`src/hdl/qrs_pkg.sv`:
```
// ----------------------------------------------------------------------------
// qrs_pkg
// types, widths and codes shared by the quadratic root solver
// ----------------------------------------------------------------------------
package qrs_pkg;

    localparam int COEF_W   = 16;
    localparam int ROOT_W   = 32;
    localparam int CTOL_W   = 8;
    localparam int DTOL_W   = 16;
    localparam int FRAC_SH  = 16;

    // discriminant b*b - 4ac, exact
    localparam int DISC_W   = 2 * COEF_W + 2;
    // square root of the positive discriminant scaled to Q16.16
    localparam int SQ_W     = (DISC_W - 1 + FRAC_SH + 1) / 2;
    localparam int RAD_W    = 2 * SQ_W;
    // numerators and denominators of the final divisions
    localparam int NUM_W    = COEF_W + 19;
    localparam int MAG_W    = NUM_W - 1;
    localparam int DSW      = COEF_W + 2;
    localparam int DEN_W    = DSW - 1;
    localparam int DIV_LAT  = MAG_W + 3;

    typedef enum logic [1:0] {
        ST_TWO  = 2'd0,
        ST_ONE  = 2'd1,
        ST_NONE = 2'd2,
        ST_ALL  = 2'd3
    } status_t;

    typedef enum logic [1:0] {
        K_NONE = 2'd0,
        K_LIN  = 2'd1,
        K_DBL  = 2'd2,
        K_TWO  = 2'd3
    } kind_t;

    typedef enum logic {
        CFG_COEF_TOL = 1'b0,
        CFG_DISC_TOL = 1'b1
    } cfg_idx_t;

    typedef struct packed {
        logic signed [COEF_W-1:0] coef_a;
        logic signed [COEF_W-1:0] coef_b;
        logic signed [COEF_W-1:0] coef_c;
    } coef_t;

    typedef struct packed {
        status_t                  status;
        logic signed [ROOT_W-1:0] root_first;
        logic signed [ROOT_W-1:0] root_second;
    } root_t;

    typedef struct packed {
        kind_t                    kind;
        status_t                  status;
        logic signed [COEF_W-1:0] a;
        logic signed [COEF_W-1:0] b;
        logic signed [COEF_W-1:0] c;
    } front_t;

    function automatic logic [COEF_W-1:0] coef_mag(input logic signed [COEF_W-1:0] x);
        coef_mag = x[COEF_W-1] ? COEF_W'(-x) : COEF_W'(x);
    endfunction

endpackage

```
`src/hdl/qrs_sqrt.sv`:
```
// ----------------------------------------------------------------------------
// qrs_sqrt
// pipelined integer square root, one result bit per register stage
// ----------------------------------------------------------------------------
module qrs_sqrt
    import qrs_pkg::*;
(
    input  logic             clk,
    input  logic             rst_n,
    input  logic             adv,
    input  logic             in_valid,
    input  front_t           in_info,
    input  logic [RAD_W-1:0] rad,
    output logic             out_valid,
    output front_t           out_info,
    output logic [SQ_W-1:0]  root
);

    localparam int REM_W = SQ_W + 3;

    logic             vld_reg  [SQ_W];
    front_t           info_reg [SQ_W];
    logic [RAD_W-1:0] rad_reg  [SQ_W];
    logic [REM_W-1:0] rem_reg  [SQ_W];
    logic [SQ_W-1:0]  root_reg [SQ_W];

    for (genvar k = 0; k < SQ_W; k++)
    begin : g_step
        logic             vld_src;
        front_t           info_src;
        logic [RAD_W-1:0] rad_src;
        logic [REM_W-1:0] rem_src, rem_cat, trial, rem_next;
        logic [SQ_W-1:0]  root_src, root_next;

        if (k == 0)
        begin : g_first
            assign vld_src  = in_valid;
            assign info_src = in_info;
            assign rad_src  = rad;
            assign rem_src  = '0;
            assign root_src = '0;
        end
        else
        begin : g_rest
            assign vld_src  = vld_reg[k-1];
            assign info_src = info_reg[k-1];
            assign rad_src  = rad_reg[k-1];
            assign rem_src  = rem_reg[k-1];
            assign root_src = root_reg[k-1];
        end

        always_comb
        begin
            rem_cat = {rem_src[REM_W-3:0], rad_src[RAD_W-1 -: 2]};
            trial   = REM_W'({root_src, 2'b01});
            if (rem_cat >= trial)
            begin
                rem_next  = rem_cat - trial;
                root_next = {root_src[SQ_W-2:0], 1'b1};
            end
            else
            begin
                rem_next  = rem_cat;
                root_next = {root_src[SQ_W-2:0], 1'b0};
            end
        end

        always_ff @(posedge clk or negedge rst_n)
        begin
            if (!rst_n)
            begin
                vld_reg[k] <= 1'b0;
            end
            else if (adv)
            begin
                vld_reg[k] <= vld_src;
            end
        end

        always_ff @(posedge clk)
        begin
            if (adv)
            begin
                info_reg[k] <= info_src;
                rad_reg[k]  <= {rad_src[RAD_W-3:0], 2'b00};
                rem_reg[k]  <= rem_next;
                root_reg[k] <= root_next;
            end
        end
    end

    assign out_valid = vld_reg[SQ_W-1];
    assign out_info  = info_reg[SQ_W-1];
    assign root      = root_reg[SQ_W-1];

endmodule

```
`config.mk`:
```
export PLATFORM = sky130hd
export DESIGN_NAME = qrs_sqrt
export DESIGN_NICKNAME = d
export VERILOG_FILES = /design/src/hdl/qrs_pkg.sv /design/src/hdl/qrs_sqrt.sv
export SDC_FILE = /design/constraint.sdc
export NUM_CORES = 2
export LEC_CHECK = 0
export BUFFER_PORTS_ARGS = -buffer_cell sky130_fd_sc_hd__buf_4
export CAP_MARGIN = 20
export CORE_MARGIN = 10
export CORE_UTILIZATION = 54
export CTS_CLUSTER_DIAMETER = 120
export DETAILED_ROUTE_END_ITERATION = 8
export GPL_TIMING_DRIVEN = 1
export MAX_ROUTING_LAYER = met4
export PLACE_DENSITY = 0.76
export SYNTH_ARGS = -nofsm -noshare
export SYNTH_HDL_FRONTEND = slang
export SYNTH_SLANG_ARGS = --single-unit
```
`constraint.sdc`:
```
create_clock -name clk -period 5.01 [get_ports clk]
set_input_delay 1.002 -clock clk [delete_from_list [all_inputs] [get_ports clk]]
set_output_delay 1.002 -clock clk [all_outputs]
set_load 0.01 [all_outputs]
```
* Word-level counts from Yosys, hierarchy flattened
Memory sizes are Yosys's and may differ from the RTL's.
Index checks and enable logic that the tools add are counted.
** Operators by class
- Add/subtract/negate cells :: 25
- $lt $le $gt $ge :: 25
- Multiplexer cells :: 52
** Operators with widths (count)
- $mux 28 :: 25
- $ge 28x27->1 :: 24
- $sub 28x27->28 :: 24
- $mux 1 :: 27
- $sub 2x1->3 const B :: 1
- $ge 2x1->1 const B :: 1
** Storage, ports and cells
- Flip-flop bits (word level) :: 25
- Bits in writable memories :: 3825
- Output and inout port bits :: 78
- Word-level logic and storage cells :: 131
- Memories :: 4
** Memory list
- info_reg :: depth 25, width 52, rd ports 25, clocked after memory_dff 0, wr ports 25, line qrs_sqrt.sv:22 : front_t info_reg [SQ_W];
- rad_reg :: depth 25, width 48, rd ports 24, clocked after memory_dff 0, wr ports 25, line qrs_sqrt.sv:23 : logic [RAD_W-1:0] rad_reg [SQ_W];
- rem_reg :: depth 25, width 28, rd ports 24, clocked after memory_dff 0, wr ports 25, line qrs_sqrt.sv:24 : logic [REM_W-1:0] rem_reg [SQ_W];
- root_reg :: depth 25, width 25, rd ports 25, clocked after memory_dff 0, wr ports 25, line qrs_sqrt.sv:25 : logic [SQ_W-1:0] root_reg [SQ_W];

* Logic depth before layout (Yosys ltp)
An unclocked memory read counts as a cell.
- Depth in word-level cells :: 3
- Mapped depth :: 14

* Worst setup path before layout
Ideal clock, no wire load.
- Path type :: reg-to-reg
- From :: memory rem_reg[0][89] (netlist name)
- To :: memory rem_reg[0][135] (netlist name) (data pin)
- Setup time :: 0.271 ns
- Arrival time :: 3.424 ns
- Required time :: 4.739 ns
- Path slack :: 1.314 ns
- Cell stages (with the launch flop) :: 11
- Clock period less this slack :: 3.696 ns
- Cells stage by stage :: edfxtp_1 -> or4_1 -> or3_4 -> or4_4 -> or3_1 -> or3_1 -> or4_1 -> buf_2 -> nand3_4 -> nor4_1 -> xor2_1
** RTL lines (line)
- start, declared :: qrs_sqrt.sv:24

==> impl_metrics.toml <==
[clocking]
numCtsBuffers = 302
clock_sinks = 2839
cts_resized = 0
tritoncts = "done"
clkLatencyLatePin_ps = 940
clock_path_buffers = 4
cts_root_buf = "clkbuf_16"
htreeDepth = 5
clk_pin_slew_ps = 60

[die]
ios = 184
die_x_um = 471
dieHeight_um = 471
fp.coreArea_um2 = 202000
std_cell_rows = 165
die_area_um2 = 222000
start_util_pct = 54.3

[synth]
yosys.area_share.simple_pct = 6.15
synth_nets = 7104
synth_top_area_share_pct = 77.0
synthMuxAreaShare_pct = 0.889
synth-seq-cells = 2839
synth_warnings = 0
synthXorXnorAreaFrac_pct = 3.94
avgSynthCellArea_um2 = 16.5
synth_cells = 6646
synth.cell_area_um2 = 110000
synth_top_family_by_area = "simple AND/OR/NAND/NOR gates"
yosysSeqAreaShare_pct = 77.6
yosys.area.top_type = "edfxtp_1"
synthTopCellsByArea = "edfxtp_1, ha_1, xor2_1, xnor2_1, a21oi_1"
synth_edf_count = 2814
synth_compound_area_share_pct = 5.62
synth_flop_cell = "edfxtp_1"
synthArstFlopShare_pct = 0.881
yosys.cell_types.count = 79
synth-adder-area-share_pct = 4.02

[place]
placement.io_buffers = 183
gp_congestion = 0.922
dp.cells = 9491
dpl.hpwl_um = 117000

[cells_and_area]
nets = 7582
register_area_um2 = 85100
area_delta_synth_final_pct = 13.5
final_common_cell = "edfxtp_1"
fillers = 14335
final_cell_mix = "edfxtp_1, inv_1, ha_1, nor2_1, a21oi_1"
largest_reg_flops = 1300
drive_above_1_share_pct = 11.2
multi_input_area_um2 = 22600
finish.cell_count_without_fillers = 10019

[power]
p_sw_uw = 13800
clkPwrFrac_pct = 36.4
sequentialPowerShare_pct = 51.6
power_uw = 58500
p_int_uw = 44700
power_density_nw_per_um2 = 470
p_leak_uw = 0.0462
combPwrFrac_pct = 12.0
p_sw_share_pct = 23.6
ir_drop_uv = 352

[drt]
dr.pass1.iters = 5
wl_per_cell_um = 18.1
via_count = 53600
drtIter0Drc = 4451
via_per_inst = 5.35
drt_wl_total_um = 182000
ant_nets = 0
drc = 0

[outcome]
run_status = "finished clean"

[setup_path]
criticalPathCategory = "reg2reg"
startpoint_type = "flip-flop"
critPathCaptureType = "flip-flop"
cp_max_fo = 35
cp-startpoint = "rem_reg[2][168]"
worstPathArrival_ps = 4910
worstReg2RegStart = "rem_reg[2][168]"
reg2reg_slack_ps = 740
cp.required_ps = 5660

[sta]
finalMaxSlewViolations = 0
finalHoldViolCount = 0
final.setup.tns_ps = 0
final.setup_skew_ps = 64.8
tightest_slew_ps = 1020
finalSetupViolations = 0
fmax_mhz = 234
rsz0062_at_grt = "no"
slew_headroom_pct = 31.9
period_needed_ps = 4270
fin_crit_sh_pct = 85.2

[global_route]
grtUsageTotal_pct = 16.7
grt_pass1_vias = 54830
antenna_found_initial = 3
grt_pass1_wl_um = 292000
grt_overflow = 0
grt_max_degree = 144

[job]
maxCapViolCount = 0

[worst_hold_path]
hold_class = "in2reg"
hp-start = "in_info[39]"
## cell usage after synthesis (23+ instances only)
master,count
a211oi_1,23
a21o_1,137
a21oi_1,339
a31oi_1,29
and3_1,35
clkbuf_1,86
dfrtp_1,25
edfxtp_1,2814
ha_1,352
inv_1,418
mux2_2,83
nand2_1,315
nand2b_1,58
nand3_1,84
nand4_1,60
nor2_1,348
nor2b_1,60
nor3_1,146
nor4_1,67
o21a_1,69
o21ai_0,240
or2_2,27
or3_1,59
or4_1,26
xnor2_1,240
xor2_1,253
## cell families (layout without fill, tap and decap cells)
family | Yosys count | in the layout
flops | 2839 | 2839
xor+xnor | 493 | 493
buf+inv | 516 | 1213
other cells | 1 | 5
fa+ha+maj | 352 | 352
compound gates | 997 | 997
simple gates | 1361 | 1361
mux | 87 | 87
## power by group through the flow
stage,clock network (µW),logic [µW],registers [µW]
floorplan,0,5010,30200
global placement,0,6770,30600
detailed placement,0,6930,30700
CTS,22000,6990,30200
global route,22900,7860,30400
finish,21300,7000,30200
## cell type report
class,count,area share (%)
multi-input cells,3291,18.2
inverters,421,1.27
well taps,2672,2.69
repair buffers,269,1.85
clock buffers,352,6.32
flip-flops and latches,2839,68.4
diodes,4,0.00804
clock inverters,171,1.30
## layer usage
layer  wire length, µm  vias up  share of wire, %  GRT usage [%]
met5                 0        -                 0              -
met4              5110        0               2.8           5.29
met3              7830      339               4.3           3.02
met2             92200     1122                51           28.2
met1             76700    26089                42           20.7
li1                  -    26050                 -              -
## stage by stage
| step | hold WS (ps) | setup WS (ps) | utilization [%] | cell area [µm²] |
|---|---|---|---|---|
| final | 238 | 743 | 61.6 | 124000 |
| after global routing | 157 | 246 | 61.6 | 124000 |
| after CTS | 130 | 747 | 61.6 | 124000 |
| after detailed placement | 405 | 769 | 56.9 | 115000 |
| after global placement | 400 | 788 | 56.9 | 115000 |
| after floorplan | 400 | 1310 | - | 110000 |
## what timing repair did
item,CTS,global route
setup endpoints to repair,0,0
endpoints found under the hold margin,25,0
hold buffers,1,0
setup buffers,0,0
## critical path: stages (launching register included)
cell and delay, ps:
edfxtp_1 400, ha_1 390, nor2b_1 180, o31a_1 270, o41ai_1 630, nor3_1 160, o211a_1 310, a211oi_1 690
a21bo_2 420, buf_4 380, o21ai_0 160
## worst paths after layout
kind / endpoint / cells after the start
setup / recovery: rem_reg[2][206] / 10
hold / removal: info_reg[0][39] / 1
setup reg to reg: rem_reg[2][206] / 10
hold reg to reg: rad_reg[0][279] / 0
max in group asynchronous: g_step[18].vld_src / 2
min in group asynchronous: g_step[2].vld_src / 2
Power figures use the tool's default switching activity.
