### config.mk
export PLATFORM = sky130hd
export DESIGN_NAME = qrs_front
export DESIGN_NICKNAME = d
export VERILOG_FILES = /design/src/hdl/qrs_pkg.sv /design/src/hdl/qrs_front.sv
export SDC_FILE = /design/constraint.sdc
export NUM_CORES = 2
export LEC_CHECK = 0
export ABC_AREA = 1
export CORE_ASPECT_RATIO = 0.8
export CORE_MARGIN = 2
export CORE_UTILIZATION = 55
export CTS_CLUSTER_SIZE = 40
export DETAILED_ROUTE_END_ITERATION = 12
export DONT_BUFFER_PORTS = 1
export PLACE_DENSITY = 0.67
export SYNTH_ARGS = -nofsm -noshare
export SYNTH_HDL_FRONTEND = slang
export SYNTH_SLANG_ARGS = --single-unit
### constraint.sdc
create_clock -name clk -period 13.19 [get_ports clk]
set_input_delay 1.9785 -clock clk [delete_from_list [all_inputs] [get_ports clk]]
set_output_delay 1.9785 -clock clk [all_outputs]
set_load 0.1 [all_outputs]
### src/hdl/qrs_pkg.sv
// ----------------------------------------------------------------------------
// qrs_pkg
// types, widths and codes shared by the quadratic root solver
// ----------------------------------------------------------------------------
package qrs_pkg;

    localparam int COEF_W   = 16;
    localparam int ROOT_W   = 32;
    localparam int CTOL_W   = 8;
    localparam int DTOL_W   = 16;
    localparam int FRAC_SH  = 16;

    // discriminant b*b - 4ac, exact
    localparam int DISC_W   = 2 * COEF_W + 2;
    // square root of the positive discriminant scaled to Q16.16
    localparam int SQ_W     = (DISC_W - 1 + FRAC_SH + 1) / 2;
    localparam int RAD_W    = 2 * SQ_W;
    // numerators and denominators of the final divisions
    localparam int NUM_W    = COEF_W + 19;
    localparam int MAG_W    = NUM_W - 1;
    localparam int DSW      = COEF_W + 2;
    localparam int DEN_W    = DSW - 1;
    localparam int DIV_LAT  = MAG_W + 3;

    typedef enum logic [1:0] {
        ST_TWO  = 2'd0,
        ST_ONE  = 2'd1,
        ST_NONE = 2'd2,
        ST_ALL  = 2'd3
    } status_t;

    typedef enum logic [1:0] {
        K_NONE = 2'd0,
        K_LIN  = 2'd1,
        K_DBL  = 2'd2,
        K_TWO  = 2'd3
    } kind_t;

    typedef enum logic {
        CFG_COEF_TOL = 1'b0,
        CFG_DISC_TOL = 1'b1
    } cfg_idx_t;

    typedef struct packed {
        logic signed [COEF_W-1:0] coef_a;
        logic signed [COEF_W-1:0] coef_b;
        logic signed [COEF_W-1:0] coef_c;
    } coef_t;

    typedef struct packed {
        status_t                  status;
        logic signed [ROOT_W-1:0] root_first;
        logic signed [ROOT_W-1:0] root_second;
    } root_t;

    typedef struct packed {
        kind_t                    kind;
        status_t                  status;
        logic signed [COEF_W-1:0] a;
        logic signed [COEF_W-1:0] b;
        logic signed [COEF_W-1:0] c;
    } front_t;

    function automatic logic [COEF_W-1:0] coef_mag(input logic signed [COEF_W-1:0] x);
        coef_mag = x[COEF_W-1] ? COEF_W'(-x) : COEF_W'(x);
    endfunction

endpackage

### src/hdl/qrs_front.sv
// ----------------------------------------------------------------------------
// qrs_front
// products, discriminant and case selection, four register stages
// ----------------------------------------------------------------------------
module qrs_front
    import qrs_pkg::*;
(
    input  logic              clk,
    input  logic              rst_n,
    input  logic              adv,
    input  logic              in_valid,
    input  coef_t             coef,
    input  logic [CTOL_W-1:0] coef_tol,
    input  logic [DTOL_W-1:0] disc_tol,
    output logic              out_valid,
    output front_t            info,
    output logic [RAD_W-1:0]  rad
);

    logic                       v1_reg, v2_reg, v3_reg, v4_reg;
    coef_t                      c1_reg, c2_reg, c3_reg;
    logic signed [2*COEF_W-1:0] bb_reg, bb_next;
    logic signed [2*COEF_W-1:0] ac_reg, ac_next;
    logic [2:0]                 z2_reg, z3_reg, z_next;
    logic signed [DISC_W-1:0]   disc_reg, disc_next;
    logic [DISC_W-1:0]          disc_mag;
    front_t                     info_reg, info_next;
    logic [RAD_W-1:0]           rad_reg, rad_next;

    always_comb
    begin
        bb_next = c1_reg.coef_b * c1_reg.coef_b;
        ac_next = c1_reg.coef_a * c1_reg.coef_c;
        z_next  = {coef_mag(c1_reg.coef_a) <= COEF_W'(coef_tol),
                   coef_mag(c1_reg.coef_b) <= COEF_W'(coef_tol),
                   coef_mag(c1_reg.coef_c) <= COEF_W'(coef_tol)};
        disc_next = DISC_W'(bb_reg) - (DISC_W'(ac_reg) <<< 2);
    end

    // case selection: z3 bits are {a, b, c} near zero
    always_comb
    begin
        disc_mag       = disc_reg[DISC_W-1] ? DISC_W'(-disc_reg) : DISC_W'(disc_reg);
        info_next.a    = c3_reg.coef_a;
        info_next.b    = c3_reg.coef_b;
        info_next.c    = c3_reg.coef_c;
        info_next.kind = K_NONE;
        info_next.status = ST_NONE;
        rad_next       = '0;
        if (z3_reg[2])
        begin
            if (z3_reg[1])
            begin
                info_next.status = z3_reg[0] ? ST_ALL : ST_NONE;
            end
            else
            begin
                info_next.kind   = K_LIN;
                info_next.status = ST_ONE;
            end
        end
        else if (disc_mag <= DISC_W'(disc_tol))
        begin
            info_next.kind   = K_DBL;
            info_next.status = ST_ONE;
        end
        else if (disc_reg[DISC_W-1])
        begin
            info_next.status = ST_NONE;
        end
        else
        begin
            info_next.kind   = K_TWO;
            info_next.status = ST_TWO;
            rad_next         = RAD_W'({disc_reg[DISC_W-2:0], {FRAC_SH{1'b0}}});
        end
    end

    always_ff @(posedge clk or negedge rst_n)
    begin
        if (!rst_n)
        begin
            v1_reg <= 1'b0;
            v2_reg <= 1'b0;
            v3_reg <= 1'b0;
            v4_reg <= 1'b0;
        end
        else if (adv)
        begin
            v1_reg <= in_valid;
            v2_reg <= v1_reg;
            v3_reg <= v2_reg;
            v4_reg <= v3_reg;
        end
    end

    always_ff @(posedge clk)
    begin
        if (adv)
        begin
            c1_reg   <= coef;
            c2_reg   <= c1_reg;
            bb_reg   <= bb_next;
            ac_reg   <= ac_next;
            z2_reg   <= z_next;
            c3_reg   <= c2_reg;
            z3_reg   <= z2_reg;
            disc_reg <= disc_next;
            info_reg <= info_next;
            rad_reg  <= rad_next;
        end
    end

    assign out_valid = v4_reg;
    assign info      = info_reg;
    assign rad       = rad_reg;

endmodule

; ---- Yosys cells after proc, flatten, opt, wreduce, memory -nomap -nowiden
; Index checks and enable logic that the tools add are counted.
[word_totals]
regBits = 354
input_bits = 76
out_inout_bits = 103
word_cells = 49
[classes]
addsub = 5
mul = 2
order_cmp = 4
muxes = 11
reduce_logical = 2
[op_table]
columns = op, count
row1 = multiplier 16 x 16 -> 32 bit, 2
row2 = <= comparator 16 x 8 -> 1 bit, 3
row3 = 2-to-1 mux 16 bit, 3
row4 = negation 16 bit, 3
row5 = <= comparator 34 x 16 -> 1 bit, 1
row6 = 2-to-1 mux 34 bit, 1
row7 = negation 34 bit, 1
row8 = subtractor 32 x 34 -> 34 bit, 1
row9 = 2-to-1 mux 4 bit, 2
row10 = 2-to-1 mux 2 bit, 3
row11 = OR reduction 3 bit, 1
row12 = 2-to-1 mux 1 bit, 2
row13 = OR reduction 2 bit, 1

; ---- Depth between registers and ports, before layout
[depth]
ltp_word = 5
depth_mapped = 27
ltp_nobuf = 25

; ---- Worst setup path before layout
; No wires, ideal clock.
[synth_path]
path_kind = register to register
startpoint = reg c1_reg[31] (netlist bit)
endpoint = reg bb_reg[31] (data pin)
setup_time_ps = 268
arrival_ps = 6089
t_required_ps = 12922
path_slack_ps = 6833
path_stages_with_launch = 22
n_path_buf = 4
synth_period_minus_slack_ps = 6357
cell_sequence = edfxtp_1 -> clkbuf_1 -> clkbuf_1 -> buf_1 -> clkbuf_1 -> nand2_1 -> fa_1 -> inv_1 -> fa_1 -> inv_1 -> fa_1 -> fa_1 -> fa_1 -> fa_1 -> inv_1 -> ha_1 -> a21oi_1 -> o21ai_0 -> a21oi_1 -> nand3_1 -> a211oi_1 -> xor2_1
[synth_via]
elab_chain_len = 1
[synth_rtl]
columns = element, line
row1 = start: declaration, qrs_front.sv:21  ; coef_t c1_reg, c2_reg, c3_reg;
row2 = start signal: assignment, qrs_front.sv:101  ; c1_reg <= coef;
row3 = multiplier 16 x 16 -> 32 bit, qrs_front.sv:32  ; bb_next = c1_reg.coef_b * c1_reg.coef_b;
row4 = via bb_next[31], qrs_front.sv:22  ; logic signed [2*COEF_W-1:0] bb_reg, bb_next;
row5 = end signal: assignment, qrs_front.sv:103  ; bb_reg <= bb_next;
row6 = end: declaration, qrs_front.sv:22
; The timed path passes the listed nets, and every way through them passes these cells.
; A chain may end at the register's enable or synchronous reset.

; ---- Worst setup path in the final report
[layout_path]
startpoint = reg c1_reg[47] (netlist bit)
endpoint = reg ac_reg[28] (data pin)
[layout_via]
elab_chain_len = 1
[layout_rtl]
columns = element, line
row1 = multiplier 16 x 16 -> 32 bit, qrs_front.sv:33  ; ac_next = c1_reg.coef_a * c1_reg.coef_c;
row2 = via ac_next[28], qrs_front.sv:23  ; logic signed [2*COEF_W-1:0] ac_reg, ac_next;
row3 = end signal: assignment, qrs_front.sv:104  ; ac_reg <= ac_next;
row4 = end: declaration, qrs_front.sv:23
; The timed path passes the listed nets, and every way through them passes these cells.

==> metrics.txt <==
Die Footprint 64100 um2; Max-cap violations 0; Area after DPL 34800 um2; Post-DRT Antenna Nets 0; dpl hpwl 55.9 mm; top post-synthesis cells by area fa_1 (29%), edfxtp_1 (29%), inv_1 (11%); Final Skew 0.0140 ns; max reg flops 52; Netlist Area Pre-Place 34200 um2; top cell type's share of synthesized area 0.291; row count 81; vias per cell 5.10; most frequent cells in the layout inv_1 (971), nand2_1 (638), fa_1 (496); slew at the pin closest to its max-slew limit 1.59 ns; CTS clk-pin slew, worst paths 0.07 ns; clk buf depth 3; largest net degree at the start of global routing 337; CP Capture Type flip-flop; fin area 36100 um2; GPL Wtd Cong 0.935; Sum Neg Setup Slack 0 ns; Seq cells post-synth 332; first-pass GRT wire length 117 mm; IO Pins 179; post-synthesis instance total 3583; share of cells above drive strength 1 0.0353; Hold Crit Class flip-flop to flip-flop; final setup fails 0; Core Area 61300 um2; R2R Setup Slk 6.30 ns; clk sinks 332; die height 227 um; Post-CTS Resized 0; crit path max fanout 26; Slew Viols, Final 77; ys flop type edfxtp_1; Highest Clock Rate 0.145 GHz; Die X 283 um; Post-Route WL 70.7 mm; IO Port Bufs 0; RSZ-0062 raised after global routing no; drt pass-1 iters 5; routed via count 22421; vias in the first global route 22579; status finished with violations; # fillers 5272; GRT overflow 0; Post-synth EDFFs 328; initial core utilization 0.557; wire per inst 16.1 um; WP data arrival 7.21 ns; min Tclk post-route 6.89 ns; post-CTS setup buffer count 0; utilization after layout 0.589; Max transition margin -0.0615; initial antenna violation count 0; detailed-route DRC error count 0; sequential share of the synthesized area 0.291; DRT iter0 DRCs 1745; fraction of registers with async set/reset 0.0120; Worst-Skew Late Latency 0.58 ns; Crit Path Class flip-flop to flip-flop; failing checks max-slew violations; Total GRT Usage 0.234; Total Nets Final 4355; Startpoint Class flip-flop; Final Cycle Share 0.522; largest area contributor in the netlist fa_1; final hold vios 0; most common cell after layout, fill and taps aside inv_1; Yosys cell types 52; synth warn 0; Area growth, synth to finish 5.78%; clock tree from TritonCTS built; Synth Area per Inst 9.53 um2; Req. time, crit path 13.51 ns; clock root buffer clkbuf_16; CTS Hold Bufs 0; total CTS buffers 37; H-tree levels 2
-- cells by family after synthesis --
family                     synth area share
muxes                              0.000330
AOI/OAI and AO/OA                    0.0458
DFF                                   0.291
adders and majority gates             0.381
other                              0.000110
xor gates and xnor gates             0.0415
buffers and inverters                 0.124
and+or+nand+nor                       0.115
-- Yosys cell counts, types with 5 or more instances --
| library cell | number |
|---|---|
| a21o_1 | 10 |
| a21oi_1 | 135 |
| a31oi_1 | 5 |
| buf_1 | 26 |
| buf_4 | 18 |
| clkbuf_1 | 78 |
| edfxtp_1 | 328 |
| fa_1 | 496 |
| ha_1 | 247 |
| inv_1 | 971 |
| nand2_1 | 638 |
| nand3_1 | 66 |
| nand4_1 | 16 |
| nor2_1 | 184 |
| nor2_2 | 21 |
| nor3_1 | 20 |
| nor4_1 | 9 |
| o211ai_1 | 7 |
| o21a_1 | 5 |
| o21ai_0 | 72 |
| o21bai_1 | 12 |
| o31ai_1 | 5 |
| xnor2_1 | 53 |
| xor2_1 | 109 |
-- critical path, cell delays in order, from the launching register on --
cell	delay [ns]
edfxtp_1	0.89
nand2_1	0.24
inv_1	0.17
fa_1	0.55
fa_1	0.90
fa_1	0.54
fa_1	0.50
fa_1	0.49
inv_1	0.05
fa_1	0.47
inv_1	0.04
ha_1	0.38
nand2_1	0.15
nor4_1	0.37
nand2_1	0.10
o211ai_1	0.32
nand3_1	0.11
nand2_1	0.12
a21oi_1	0.09
xor2_1	0.15
-- per-stage QoR --
step / hold slack (ns) / setup WS (ns) / instances
final: 0.410 / 6.30 / 4396
after CTS: 0.415 / 6.34 / 4395
after global routing: 0.415 / 5.87 / 4395
after global placement: 0.400 / 6.52 / 4327
after detailed placement: 0.405 / 6.39 / 4327
after floorplan: 0.400 / 6.83 / 3600
-- path summary, 6_finish.rpt --
kind                            depth (start not counted)         end        from
worst min-delay path                                    0    info[43]  c3_reg[43]
worst min register to register                          0    info[43]  c3_reg[43]
worst max register to register                         19  ac_reg[28]  c1_reg[47]
worst max-delay path                                   19  ac_reg[28]  c1_reg[47]
max in group asynchronous                               0      v3_reg       rst_n
min in group asynchronous                               0      v1_reg       rst_n
-- routing by layer --
| layer | GRT usage | vias up | routed length, um |
|---|---|---|---|
| li1 | - | 10682 | - |
| met3 | 0.0459 | 99 | 5050 |
| met4 | 0.0756 | 0 | 2180 |
| met1 | 0.344 | 10972 | 32400 |
| met5 | 0 | - | 0 |
| met2 | 0.352 | 668 | 31100 |
-- area by class of cell --
type	instances	area, um2	area share
multi-input cells	2169	20000	0.554
flip-flops and latches	332	9950	0.275
inverters	972	3650	0.101
well taps	830	1040	0.0287
clock buffers	41	941	0.0260
clock inverters	27	344	0.00952
repair buffers	24	180	0.00499
diodes	1	2.50	0.0000693
Power is not shown: default switching activity piles up to over one toggle a cycle in this logic, so the estimate is an artifact.
