**src/hdl/qrs_pkg.sv**
```systemverilog
// ----------------------------------------------------------------------------
// qrs_pkg
// types, widths and codes shared by the quadratic root solver
// ----------------------------------------------------------------------------
package qrs_pkg;

    localparam int COEF_W   = 16;
    localparam int ROOT_W   = 32;
    localparam int CTOL_W   = 8;
    localparam int DTOL_W   = 16;
    localparam int FRAC_SH  = 16;

    // discriminant b*b - 4ac, exact
    localparam int DISC_W   = 2 * COEF_W + 2;
    // square root of the positive discriminant scaled to Q16.16
    localparam int SQ_W     = (DISC_W - 1 + FRAC_SH + 1) / 2;
    localparam int RAD_W    = 2 * SQ_W;
    // numerators and denominators of the final divisions
    localparam int NUM_W    = COEF_W + 19;
    localparam int MAG_W    = NUM_W - 1;
    localparam int DSW      = COEF_W + 2;
    localparam int DEN_W    = DSW - 1;
    localparam int DIV_LAT  = MAG_W + 3;

    typedef enum logic [1:0] {
        ST_TWO  = 2'd0,
        ST_ONE  = 2'd1,
        ST_NONE = 2'd2,
        ST_ALL  = 2'd3
    } status_t;

    typedef enum logic [1:0] {
        K_NONE = 2'd0,
        K_LIN  = 2'd1,
        K_DBL  = 2'd2,
        K_TWO  = 2'd3
    } kind_t;

    typedef enum logic {
        CFG_COEF_TOL = 1'b0,
        CFG_DISC_TOL = 1'b1
    } cfg_idx_t;

    typedef struct packed {
        logic signed [COEF_W-1:0] coef_a;
        logic signed [COEF_W-1:0] coef_b;
        logic signed [COEF_W-1:0] coef_c;
    } coef_t;

    typedef struct packed {
        status_t                  status;
        logic signed [ROOT_W-1:0] root_first;
        logic signed [ROOT_W-1:0] root_second;
    } root_t;

    typedef struct packed {
        kind_t                    kind;
        status_t                  status;
        logic signed [COEF_W-1:0] a;
        logic signed [COEF_W-1:0] b;
        logic signed [COEF_W-1:0] c;
    } front_t;

    function automatic logic [COEF_W-1:0] coef_mag(input logic signed [COEF_W-1:0] x);
        coef_mag = x[COEF_W-1] ? COEF_W'(-x) : COEF_W'(x);
    endfunction

endpackage

```
**src/hdl/qrs_div.sv**
```systemverilog
// ----------------------------------------------------------------------------
// qrs_div
// pipelined signed division, rounded to nearest and saturated to a root
// ----------------------------------------------------------------------------
module qrs_div
    import qrs_pkg::*;
(
    input  logic                     clk,
    input  logic                     adv,
    input  logic signed [NUM_W-1:0]  num,
    input  logic signed [DSW-1:0]    den,
    output logic signed [ROOT_W-1:0] quot
);

    localparam logic [MAG_W:0] HALF = (MAG_W+1)'(1) << (ROOT_W - 1);

    logic [MAG_W-1:0] n_reg   [MAG_W+1];
    logic [DEN_W-1:0] d_reg   [MAG_W+1];
    logic [DEN_W-1:0] rem_reg [MAG_W+1];
    logic [MAG_W-1:0] q_reg   [MAG_W+1];
    logic             neg_reg [MAG_W+1];

    logic [MAG_W:0]          qr_reg;
    logic                    rneg_reg;
    logic [MAG_W:0]          qr_next, qsat;
    logic signed [ROOT_W-1:0] quot_reg, quot_next;

    // magnitudes and sign
    always_ff @(posedge clk)
    begin
        if (adv)
        begin
            n_reg[0]   <= num[NUM_W-1] ? MAG_W'(-num) : MAG_W'(num);
            d_reg[0]   <= den[DSW-1] ? DEN_W'(-den) : DEN_W'(den);
            rem_reg[0] <= '0;
            q_reg[0]   <= '0;
            neg_reg[0] <= num[NUM_W-1] ^ den[DSW-1];
        end
    end

    for (genvar k = 0; k < MAG_W; k++)
    begin : g_step
        logic [DEN_W:0]   rem_cat;
        logic [DEN_W-1:0] rem_next;
        logic             bit_q;

        always_comb
        begin
            rem_cat = {rem_reg[k], n_reg[k][MAG_W-1]};
            bit_q   = rem_cat >= {1'b0, d_reg[k]};
            rem_next = bit_q ? DEN_W'(rem_cat - {1'b0, d_reg[k]}) : DEN_W'(rem_cat);
        end

        always_ff @(posedge clk)
        begin
            if (adv)
            begin
                n_reg[k+1]   <= {n_reg[k][MAG_W-2:0], 1'b0};
                d_reg[k+1]   <= d_reg[k];
                rem_reg[k+1] <= rem_next;
                q_reg[k+1]   <= {q_reg[k][MAG_W-2:0], bit_q};
                neg_reg[k+1] <= neg_reg[k];
            end
        end
    end

    // round half away from zero: bump when twice the remainder reaches the divisor
    always_comb
    begin
        qr_next = (MAG_W+1)'(q_reg[MAG_W])
                + (MAG_W+1)'({rem_reg[MAG_W], 1'b0} >= {1'b0, d_reg[MAG_W]});
        if (rneg_reg)
        begin
            qsat      = (qr_reg > HALF) ? HALF : qr_reg;
            quot_next = ROOT_W'(-qsat);
        end
        else
        begin
            qsat      = (qr_reg > HALF - 1'b1) ? HALF - 1'b1 : qr_reg;
            quot_next = ROOT_W'(qsat);
        end
    end

    always_ff @(posedge clk)
    begin
        if (adv)
        begin
            qr_reg   <= qr_next;
            rneg_reg <= neg_reg[MAG_W];
            quot_reg <= quot_next;
        end
    end

    assign quot = quot_reg;

endmodule

```
**config.mk**
```make
export PLATFORM = sky130hd
export DESIGN_NAME = qrs_div
export DESIGN_NICKNAME = d
export VERILOG_FILES = /design/src/hdl/qrs_pkg.sv /design/src/hdl/qrs_div.sv
export SDC_FILE = /design/constraint.sdc
export NUM_CORES = 2
export LEC_CHECK = 0
export BUFFER_PORTS_ARGS = -buffer_cell sky130_fd_sc_hd__buf_2
export CAP_MARGIN = 20
export CORE_MARGIN = 1.5
export CORE_UTILIZATION = 50
export CTS_BUF_LIST = sky130_fd_sc_hd__clkbuf_4
export CTS_CLUSTER_SIZE = 20
export DETAILED_ROUTE_END_ITERATION = 6
export PLACE_DENSITY_LB_ADDON = 0.12
export SLEW_MARGIN = 0
export SYNTH_ARGS = -nofsm -noshare
export SYNTH_HDL_FRONTEND = slang
export SYNTH_SLANG_ARGS = --single-unit
```
**constraint.sdc**
```tcl
create_clock -name clk -period 7.6 [get_ports clk]
set_input_delay 1.52 -clock clk [delete_from_list [all_inputs] [get_ports clk]]
set_output_delay 1.52 -clock clk [all_outputs]
set_load 0.005 [all_outputs]
```
### Word level (Yosys, flattened, before mapping)

Memories as Yosys holds them, arrays and structs flattened. A register that Yosys moved wholly into a read port is not among the register bits.
Index checks and enable logic that the tools add are counted.

| storage, ports and cells | value |
|---|---|
| bits of input ports | 55 |
| ROM bits | 0 |
| memories | 5 |
| output and inout bits | 32 |
| bits in writable memories | 3605 |
| register bits | 67 |
| latch bits | 0 |

| operators by class | value |
|---|---|
| equality and inequality tests | 0 |
| multipliers | 0 |
| div/mod/pow operators | 0 |
| bitwise operators | 1 |
| shifts and indexed selects | 0 |
| add/sub/neg operators | 38 |
| reduce and logical (&&, ||, !) cells | 0 |
| muxes and demuxes | 41 |
| magnitude comparators | 37 |

Memories:

| memory | words | width | read ports | clocked after Yosys merged registers in | wr ports | RTL line | RTL |
|---|---|---|---|---|---|---|---|
| n_reg | 35 | 34 | 34 | 0 | 35 | qrs_div.sv:17 | `logic [MAG_W-1:0] n_reg [MAG_W+1];` |
| q_reg | 35 | 34 | 35 | 0 | 35 | qrs_div.sv:20 | `logic [MAG_W-1:0] q_reg [MAG_W+1];` |
| d_reg | 35 | 17 | 35 | 0 | 35 | qrs_div.sv:18 | `logic [DEN_W-1:0] d_reg [MAG_W+1];` |
| rem_reg | 35 | 17 | 35 | 0 | 35 | qrs_div.sv:19 | `logic [DEN_W-1:0] rem_reg [MAG_W+1];` |
| neg_reg | 35 | 1 | 35 | 1 | 35 | qrs_div.sv:21 | `logic neg_reg [MAG_W+1];` |

Operator list:

| operator | count |
|---|---|
| 18-bit by 17-bit greater-or-equal comparator with 1-bit output | 35 |
| 17-bit two-way mux | 35 |
| 17-bit subtractor | 34 |
| 32-bit two-way mux | 3 |
| 34-bit by 1-bit adder with 35-bit output | 1 |
| 35-bit by 31-bit > comparator with 1-bit output (second input constant) | 1 |
| 35-bit by 32-bit > comparator with 1-bit output (second input constant) | 1 |
| 34-bit two-way mux | 1 |
| 34-bit negation | 1 |
| 32-bit negation | 1 |
| 17-bit negation | 1 |
| 1-bit two-way mux | 2 |
| 1-bit bitwise XOR | 1 |

### Depth between registers and ports, before layout

| logic depth | value |
|---|---|
| depth after elaboration | 4 |
| gate-level depth with buffers | 19 |
| gate-level depth less buffers | 19 |

### Worst setup path before layout

Ideal clock, no wire load.

| timing | value |
|---|---|
| kind | in2reg |
| start | input num[8] |
| end | memory n_reg[0][31] (netlist name) (data pin) |
| arrival time | 3.885 ns |
| stages on the path | 8 |
| setup time | 0.261 ns |
| path slack | 3.453 ns |
| path through | or4_4 > or4_1 > or4_4 > or4_4 > inv_2 > nand2_4 > o41ai_4 > xnor2_1 |

RTL lines:

| item | RTL line | RTL |
|---|---|---|
| start, declared | qrs_div.sv:10 | `input logic signed [NUM_W-1:0] num,` |
| end, declared | qrs_div.sv:17 |  |

### Final worst setup path

| timing | value |
|---|---|
| start | register qr_reg[21] |
| end | register quot_reg[22], in the netlist quot[22] (data pin) |

| between the ends | value |
|---|---|
| cells in the longest elaborated chain, start to end | 4 |
| elaborated cells between the ends (all ways) | 6 |
| those cells by class | add/sub (1); order compare (2); mux (3) |

Ends and longest elaborated chain:

| item | RTL line | RTL |
|---|---|---|
| start, declared | qrs_div.sv:23 | `logic [MAG_W:0] qr_reg;` |
| start signal, assigned | qrs_div.sv:88 | `qr_reg <= qr_next;` |
| 35-bit by 32-bit > comparator with 1-bit output | qrs_div.sv:74 | `qsat = (qr_reg > HALF) ? HALF : qr_reg;` |
| 32-bit two-way mux | qrs_div.sv:74 |  |
| 32-bit negation | qrs_div.sv:75 | `quot_next = ROOT_W'(-qsat);` |
| 32-bit two-way mux * | qrs_div.sv:72 | `if (rneg_reg)` |
| named net quot_next[22] | qrs_div.sv:26 | `logic signed [ROOT_W-1:0] quot_reg, quot_next;` |
| end signal, assigned | qrs_div.sv:90 | `quot_reg <= quot_next;` |
| end, declared | qrs_div.sv:26 |  |

The timed path passes the listed nets; every way through them passes the cells marked *.
A chain may end at the register's enable or synchronous reset.

==> impl_results.md <==
- Final cell count without fillers: ~12000
- Synthesized area per cell: between 10 and 15 um^2
- Fraction of final layout cells with drive strength greater than 1: 0.171
- Post-Place Setup Slack: around 2.9 ns
- Net count reported at finish: roughly 9000
- Data required time of the worst path: about 8.6 ns
- Wire length on met2: between 90 and 100 mm
- Critical path startpoint category: register
- Slew at the pin closest to its max-slew limit: between 1 and 1.5 ns
- Hold crit path type: register to register
- Arrival time worst endpoint: 5.73 ns
- Areal power density over the cells: around 380 nW/um^2
- Horizontal extent of the die: 471 um
- Async set-reset flop share out of synthesis: 0
- Vias per inst: 5.28
- Height of the chip: 471 um
- Worst setup EP type: register
- Nets in the synthesized netlist: around 8300
- Port-buffer cells: between 80 and 90
- CP cell instances: or3_1 -> or4b_4 -> or3_1 -> nor4_2 -> o21a_1 -> buf_4 -> nand2_1 -> ha_1 -> nand3b_1 -> or3_1 -> or4_1 -> nor3_1 -> o21ai_0 -> nand3_1 -> nand2_1 -> a21oi_1
- Number of warnings printed during yosys synthesis: 0
- Leading area contributor after synthesis: sky130_fd_sc_hd__edfxtp_1
- Post-route standard cell area excluding fillers: 122000 um^2
- Instance area at placement: 114000 um^2
- Syn-to-layout area delta: 11.0%
- Initial Utilization: 0.504
- Amount of wire on met3 after detailed routing: between 8 and 9 mm
- Routed Wire Length: about 200 mm
- Half-perimeter wire length after detailed placement: between 100 and 150 mm
- Period utilization: 0.617
- Inserted Clock Buffers: 650
- Detail Route Antenna Nets: 0
- DRC errors left: 0
- Wire length on met1: around 86 mm
- TritonCTS Sinks: ~2500
- First-pass DRT Iterations: 6
- Register bit total from synthesis: between 2000 and 2500
- Global-route wire length before repair: 317 mm
- Worst setup slack after layout: between 2 and 3 ns
- CTS H-tree depth: 6
- Overall power consumption: 45.9 mW
- Master of the slowest instance on the critical path: sky130_fd_sc_hd__or4b_4
- Setup TNS Final: 0 ns
- CTS clock-pin slew for the worst setup and hold paths: ~0.070 ns
- Synthesized netlist cell count: ~7600
- Minimum clock period after layout: roughly 4.7 ns
- Sequential fraction of the synthesis area: 0.675
- Full die area: ~220000 um^2
- Peak supply drop: 189 uV
- Run status: finished, final reports clean
- Routability-driven placement congestion ratio: between 0.8 and 0.9
- Placed insts: approximately 11000
- RSZ-0062 raised after global routing: false
- Largest net degree at the start of global routing: roughly 170
- GRT overflow: 0
- Static Leakage: 47.4 nW
- Global Route Usage Sum: 0.177
- Total count of hold-check failures in the final report: 0
- Final count of negative-setup-slack endpoints: 0
- Hold buffer count at CTS: 0
- Core Util, Final: 0.559
- Total I/O pin count: 87
- Leading cell types by total area after synthesis: sky130_fd_sc_hd__edfxtp_1 (68%), sky130_fd_sc_hd__ha_1 (6.7%), sky130_fd_sc_hd__mux2_2 (3.2%)
- Core Box Area: ~220000 um^2
- CTS tree: done
- Post-CTS Resized: 0
- Crit path top cell by count: sky130_fd_sc_hd__or3_1
- Yosys top cell area share: 0.675
- Max Buffers Root-to-Sink: 4
- Via count: roughly 61000
- Clock Root Buffer: sky130_fd_sc_hd__clkbuf_4
- Dominant register cell in the synthesized netlist: sky130_fd_sc_hd__edfxtp_1
- Final Skew: ~0.084 ns
- Vias in the first global route: just over 60000
- Antenna violations before repair: 4
- Post-CTS repair timing setup buffer count: 0
- Worst slew slack as a fraction of its limit: 0.230
- Number of enable-type register cells in the synthesized netlist: roughly 2500
- Synthesized area: 110000 um^2
- Final number of max-transition violations: 0
- Worst-Skew Late Latency: around 1.4 ns
- Detailed Route Iter0 Violations: 3747
- Netlist cell types: 73
- Max-Cap Viols: 0
- Peak per-stage delay on the critical path: 0.54 ns
- CP max FO: 27
- Class of the most critical setup path: register to register
- Max Clock Freq: roughly 210 MHz
- Wire length per cell: approximately 17 um
- # rows: around 170
- Highest Signal Layer: met4
- Smallest hold slack: about 0.38 ns
==> worst paths after layout <==
kind,from,endpoint,slack (ns),depth (start not counted)
max,qr_reg[21],quot[22],2.91,16
min,n_reg[9][18],n_reg[10][19],0.38,0
max reg2reg,qr_reg[21],quot[22],2.91,16
min reg2reg,n_reg[9][18],n_reg[10][19],0.38,0
==> synthesized netlist by cell type, types with 84 or more instances <==
library cell / instances
sky130_fd_sc_hd__o21ai_0: 214
sky130_fd_sc_hd__nand3_1: 98
sky130_fd_sc_hd__edfxtp_1: 2466
sky130_fd_sc_hd__a21o_1: 201
sky130_fd_sc_hd__ha_1: 585
sky130_fd_sc_hd__nor3_1: 84
sky130_fd_sc_hd__xnor2_1: 354
sky130_fd_sc_hd__xor2_1: 174
sky130_fd_sc_hd__nand2b_1: 97
sky130_fd_sc_hd__mux2_2: 308
sky130_fd_sc_hd__inv_1: 741
sky130_fd_sc_hd__a21oi_1: 574
sky130_fd_sc_hd__nand2_1: 244
sky130_fd_sc_hd__nor2_1: 521
==> worst max-delay path, delay by kind of cell (launching register included) <==
kind | cells | cell delay (ns)
compound gates | 3 | 0.42
buf+inv | 1 | 0.29
flops | 1 | 0.43
simple gates | 11 | 2.85
fa+ha+maj | 1 | 0.40
==> layout by cell type (no fill, tap or decap), types with 174 or more instances in the layout <==
cell type / synthesis / routed
sky130_fd_sc_hd__nand2_1: 244 / 244
sky130_fd_sc_hd__ha_1: 585 / 585
sky130_fd_sc_hd__edfxtp_1: 2466 / 2466
sky130_fd_sc_hd__nor2_1: 521 / 521
sky130_fd_sc_hd__a21o_1: 201 / 201
sky130_fd_sc_hd__a21oi_1: 574 / 570
sky130_fd_sc_hd__o21ai_0: 214 / 214
sky130_fd_sc_hd__clkbuf_4: 0 / 887
sky130_fd_sc_hd__xor2_1: 174 / 174
sky130_fd_sc_hd__inv_1: 741 / 741
sky130_fd_sc_hd__xnor2_1: 354 / 354
sky130_fd_sc_hd__mux2_2: 308 / 308
==> routing by layer <==
metal / track usage / vias up
met4: 0.0804 / 0
li1: - / 30233
met3: 0.0365 / 480
met1: 0.221 / 29298
met5: 0 / -
met2: 0.295 / 1311
==> where the power goes <==
part	switching (mW)	internal (mW)
Sequential	1.30	18.4
Clock	5.08	5.70
Combinational	8.21	7.18
Total	14.6	31.3
==> cell type report <==
cell class,count,area [um^2]
diodes,13,32.5
clock buffers,887,6660
clock inverters,171,962
fillers,17653,95900
inverters,744,2790
multi-input cells,4343,32500
flip-flops and latches,2466,74100
well taps,2854,3570
repair buffers,147,1110
==> cell families after synthesis <==
logic type                 count (synthesis)  share of synthesized area
xor gates and xnor gates                 528                     0.0422
AOI/OAI and AO/OA                       1452                     0.0842
and+or+nand+nor                         1405                     0.0623
adders and majority gates                618                     0.0728
DFF                                     2466                      0.675
muxes                                    340                     0.0345
buffers and inverters                    840                     0.0289
(Power assumes the default switching activity.)
